[config.mk]
export PLATFORM = sky130hd
export DESIGN_NAME = tsmr_fifo
export DESIGN_NICKNAME = d
export VERILOG_FILES = /design/src/rtl/tsmr_pkg.sv /design/src/rtl/tsmr_fifo.sv
export SDC_FILE = /design/constraint.sdc
export NUM_CORES = 1
export LEC_CHECK = 0
export ABC_AREA = 1
export ABC_CLOCK_PERIOD_IN_PS = 1400
export BUFFER_PORTS_ARGS = -buffer_cell sky130_fd_sc_hd__buf_2
export CORE_AREA = 2 2 68 57
export CTS_CLUSTER_DIAMETER = 100
export DETAILED_ROUTE_END_ITERATION = 6
export DIE_AREA = 0 0 70 59
export GPL_TIMING_DRIVEN = 0
export PLACE_DENSITY = 0.72
export SLEW_MARGIN = 20
export SYNTH_ARGS = -nofsm -noshare
export SYNTH_HDL_FRONTEND = slang
export SYNTH_SLANG_ARGS = --single-unit
[constraint.sdc]
create_clock -name clk_i -period 1.4 [get_ports clk_i]
set_input_delay 0.28 -clock clk_i [delete_from_list [all_inputs] [get_ports clk_i]]
set_output_delay 0.28 -clock clk_i [all_outputs]
set_load 0.01 [all_outputs]
[src/rtl/tsmr_pkg.sv]
// Package: shared constants and types for the tape storage mean retrieval unit.
`default_nettype none
package tsmr_pkg;
  localparam int MaxPrograms  = 64;
  localparam int MaxTapes     = 16;
  localparam int LengthBits   = 16;
  localparam int FractionBits = 8;
  localparam int AddrBits     = $clog2(MaxPrograms);
  localparam int CountBits    = $clog2(MaxPrograms + 1);
  localparam int TapeBits     = $clog2(MaxTapes);
  localparam int TapeCntBits  = 5;
  localparam int MeanBits     = 30;
  localparam int PrefixBits   = LengthBits + AddrBits;
  localparam int TotalBits    = PrefixBits + AddrBits;
  localparam int SumBits      = MeanBits + TapeBits + 1;

  typedef struct packed {
    logic [LengthBits-1:0] length;
    logic                  last;
  } in_beat_t;

  typedef struct packed {
    logic [TapeBits-1:0] tape_index;
    logic [MeanBits-1:0] tape_mean;
    logic                tape_empty;
    logic [MeanBits-1:0] overall_mean;
    logic                dropped;
    logic                last;
  } res_t;
endpackage
`default_nettype wire

[src/rtl/tsmr_fifo.sv]
// Two-entry beat queue between the loader front and the run engine.
`default_nettype none
module tsmr_fifo import tsmr_pkg::*; (
  input  wire logic     clk_i,
  input  wire logic     rst_ni,
  input  wire logic     push_i,
  input  wire in_beat_t din_i,
  output logic          full_o,
  input  wire logic     pop_i,
  output in_beat_t      dout_o,
  output logic          empty_o
);
  in_beat_t   mem_q [2];
  logic       wp_q, rp_q;
  logic [1:0] cnt_q;

  assign full_o  = cnt_q == 2'd2;
  assign empty_o = cnt_q == 2'd0;
  assign dout_o  = mem_q[rp_q];

  always_ff @(posedge clk_i) begin
    if (push_i) begin
      mem_q[wp_q] <= din_i;
    end
  end

  always_ff @(posedge clk_i or negedge rst_ni) begin
    if (!rst_ni) begin
      wp_q <= 1'b0;
      rp_q <= 1'b0;
      cnt_q <= 2'd0;
    end else begin
      if (push_i) begin
        wp_q <= ~wp_q;
      end
      if (pop_i) begin
        rp_q <= ~rp_q;
      end
      cnt_q <= cnt_q + {1'b0, push_i} - {1'b0, pop_i};
    end
  end
endmodule
`default_nettype wire

Word level (Yosys, flattened, before mapping):

Memories as Yosys holds them, arrays and structs flattened.
Cells that the tools add are included.

* output and inout bits: 19
* memories: 1
* bits in registers: 4
* word-level logic and storage cells: 12
* RAM bits: 34

Memory list
* mem_q: words 2, width 17, read ports 1, clocked after memory_dff 0, write ports 1, line tsmr_fifo.sv:13 `in_beat_t mem_q [2];`

* add/subtract/negate cells: 2
* mux-type cells: 2
* reductions and logical operators: 1
* bitwise operators: 2
* eq/ne operators: 1

Operators with widths (count)
* $add 2x1->2: 1
* $eq 2x2->1 const B: 1
* $logic_not 2->1: 1
* $mux 1: 2
* $not 1->1: 2
* $sub 2x1->2: 1

Logic depth before layout (Yosys ltp):

* depth after elaboration: 2
* mapped depth: 7

Worst setup path after synthesis:

OpenSTA, ideal clock, no wires.

* kind: flip-flop to flip-flop
* from: reg wp_q
* to: mem mem_q[0][0] (netlist bit), enable pin
* data arrival time: 1145 ps
* period minus slack after synthesis: 1536 ps
* cell stages (with the launch flop): 2
* library setup time: 391 ps
* path buffers: 0
* path slack: -136 ps
* cell sequence: dfrtp_1 -> nor2_1

RTL lines
* start, declared: line tsmr_fifo.sv:14 `logic wp_q, rp_q;`
* start signal, assigned: line tsmr_fifo.sv:34 `wp_q <= ~wp_q;`
* end, declared: line tsmr_fifo.sv:13

Straight into the memory's write port.

==> results.toml <==
[floorplan]
die_h_um = 59
initial_core_util_pct = 46.00
die_x_um = 70
ios = 40
core_area_sq_mm = 0.003376
rows = 19
dieArea_sq_mm = 0.004130

[detailed_routing]
drc = 0
avgViaCountPerCell = 4.646
dr.pass1.iters = 4
drtIter0Drc = 72
wl_per_cell_um = 12.78
ant_nets = 0
via_count = 971
drt_wl_total_mm = 2.671

[worst_hold_path]
min_from = "din_i[11]"
hold_class = "in2reg"
min_path_cells = 1
holdPathEnd = "mem_q[1][11]$_DFFE_PP_"

[run_status]
violations = "setup timing"
status = "finished with violations"

[worst_setup_path]
critPathKind = "reg2out"
arrival_ns = 1.21
rr_worst_depth = 2
crit_fanout = 7
worstSetupEndpointType = "primary output"
crit_required_ns = 1.12
startpoint = "rp_q$_DFFE_PN0P_"
start_kind = "flip-flop"
rr_endpoint = "mem_q[1][13]$_DFFE_PP_"
r2r_start = "wp_q$_DFFE_PN0P_"
reg2reg_slack_ns = 0.10

[logic_synthesis]
synth_edf_count = 34
async_reset_ff_share_pct = 10.53
synth_ff_type = "edfxtp_1"
netlist-cell-type-count = 12
synthesis.area_sq_mm = 0.001553
synth_common_cells = "34 x edfxtp_1, 24 x inv_1, 23 x nand2_1"
yosysMostFrequentCell = "edfxtp_1"
ys_seq_area_share_pct = 72.20
yosys-top-cells-area = "edfxtp_1 66%, o21ai_2 7.3%, dfrtp_1 6.4%"
yosysWarnings = 0
syn_nets = 137
synth_area_per_cell_sq_um = 13.62
post-synth-top-area-fraction_pct = 65.75
synth_top_area_cell = "edfxtp_1"
ys_seq_elements = 38
synth_cells = 114

[final_layout]
drive_gt1_share_pct = 50.30
register_area_sq_mm = 0.001121
utilization_pct = 61.27
fillCellCount = 271
syn_to_final_growth_pct = 33.20
antenna_cells = 0
nets = 189
multi_input_area_sq_um = 335.3
final_cells = 209

[sta]
slew_viol_final = 0
rsz0062_at_grt = "yes"
finalHoldViolations = 0
fmax_ghz = 0.6696
fin_skew_ns = 0.004084
period_share_pct = 106.7
setup_viol = 17
finalSetupTns_ns = -1.229
relSlewSlack_pct = 66.90
fin_ws_ns = -0.09351
worstMarginPinSlew_ns = 0.4953
fin_crit_ns = 1.494
hold_ws_ns = 0.1766

[clocking]
path_clk_slew_ns = 0.07
cts_max_level = 2
clock-sinks = 38
cts_root_buf = "clkbuf_8"
cts_tree = "built"
cts_buffer_depth = 2
clock_latency_ns = 0.29
numCtsBuffers = 5

[global_route]
grtUsageTotal_pct = 14.42
grt_pass1_wl_mm = 4.291
grt_max_degree = 18
antenna_found_initial = 0
gr-total-overflow = 0
grt_pass1_vias = 955

[run]
maxCapViolCount = 0

[placement]
finalWeightedCongestion = 0.6361
dp_cells = 195
hpwl_mm = 1.840
port_buffers = 39

[pwr]
p_per_area_mw_per_mm2 = 2086
p_leak_nw = 0.9199
ir_drop_mv = 0.9990
p_total_mw = 4.315
[placed cells by master (no fill, tap or decap), drive strengths merged]
| cell | count |
|---|---|
| buf | 47 |
| edfxtp | 34 |
| inv | 23 |
| nand2 | 23 |
| o21ai | 17 |
| clkbuf | 6 |
| dfrtp | 4 |
| nor2 | 3 |
| xor2 | 2 |
| ha | 2 |
| clkinv | 2 |
| nand3 | 1 |
| clkinvlp | 1 |
| bufinv | 1 |
| dlygate4sd3 | 1 |
[kinds of logic after synthesis]
group	share of synthesized area, %
xor+xnor	1.128
buf+inv	9.831
fa+ha+maj	1.611
simple gates	6.607
flops	72.20
compound gates	8.622
[state kept, by name (all words and copies together) (netlist names)]
signal / count
mem_q: 34
cnt_q: 2
wp_q: 1
rp_q: 1
[routing by layer]
metal  vias to the layer above  part of all wire [%]  track usage [%]  wire length [um]
met4                         0                   2.2            8.242                60
li1                        478                     -                -                 -
met2                        28                    51            24.22              1354
met1                       458                    41            16.69              1108
met5                         -                     0                0                 0
met3                         7                   5.5            4.592               147
[through the flow]
step	area, sq um	setup slack (ns)
2_1_floorplan	1555	0.1318
3_3_place_gp	1803	-0.1348
3_5_place_dp	1803	-0.1255
4_1_cts	1987	-0.1021
5_1_grt	2068	-0.1374
6_report	2068	-0.09351
[how the worst max path moves through the flow]
stage	endpoint	slack, ns	cells past startpoint
after global placement	mem_q[0][5]$_DFFE_PP_	-0.13	3
final	dout_o[1]	-0.09	5
after global routing	dout_o[4]	-0.14	4
after CTS	dout_o[14]	-0.10	4
after floorplan	mem_q[0][0]$_DFFE_PP_	0.13	1
after detailed placement	mem_q[0][14]$_DFFE_PP_	-0.13	3
[layout make-up]
type                       count  area share, %
inverter                      24          4.537
clock buffer                   5          3.327
multi-input combinational     48          16.21
tap                           42          2.541
buffer                         4          3.025
timing repair buffer          45          14.22
clock inverter                 3          1.936
sequential                    38          54.20
[where the power goes]
group	internal, mW	switching [mW]
registers	1.52	0.103
logic	0.860	0.940
clock network	0.524	0.365
[repair_timing]
action,CTS,global route
endpoints found under the hold margin,4,0
hold buffers,1,0
buffers inserted,2,0
setup endpoints to repair,34,17
resized for setup,10,16
pin swaps,8,9
cloned,2,1
[worst max-delay path: stages, from the launching register on]
cell and delay [ns]:
dfrtp_1 0.37, buf_6 0.15, clkbuf_16 0.17, nand2_2 0.05, o21ai_1 0.05, buf_2 0.13
(Power assumes the default switching activity.)
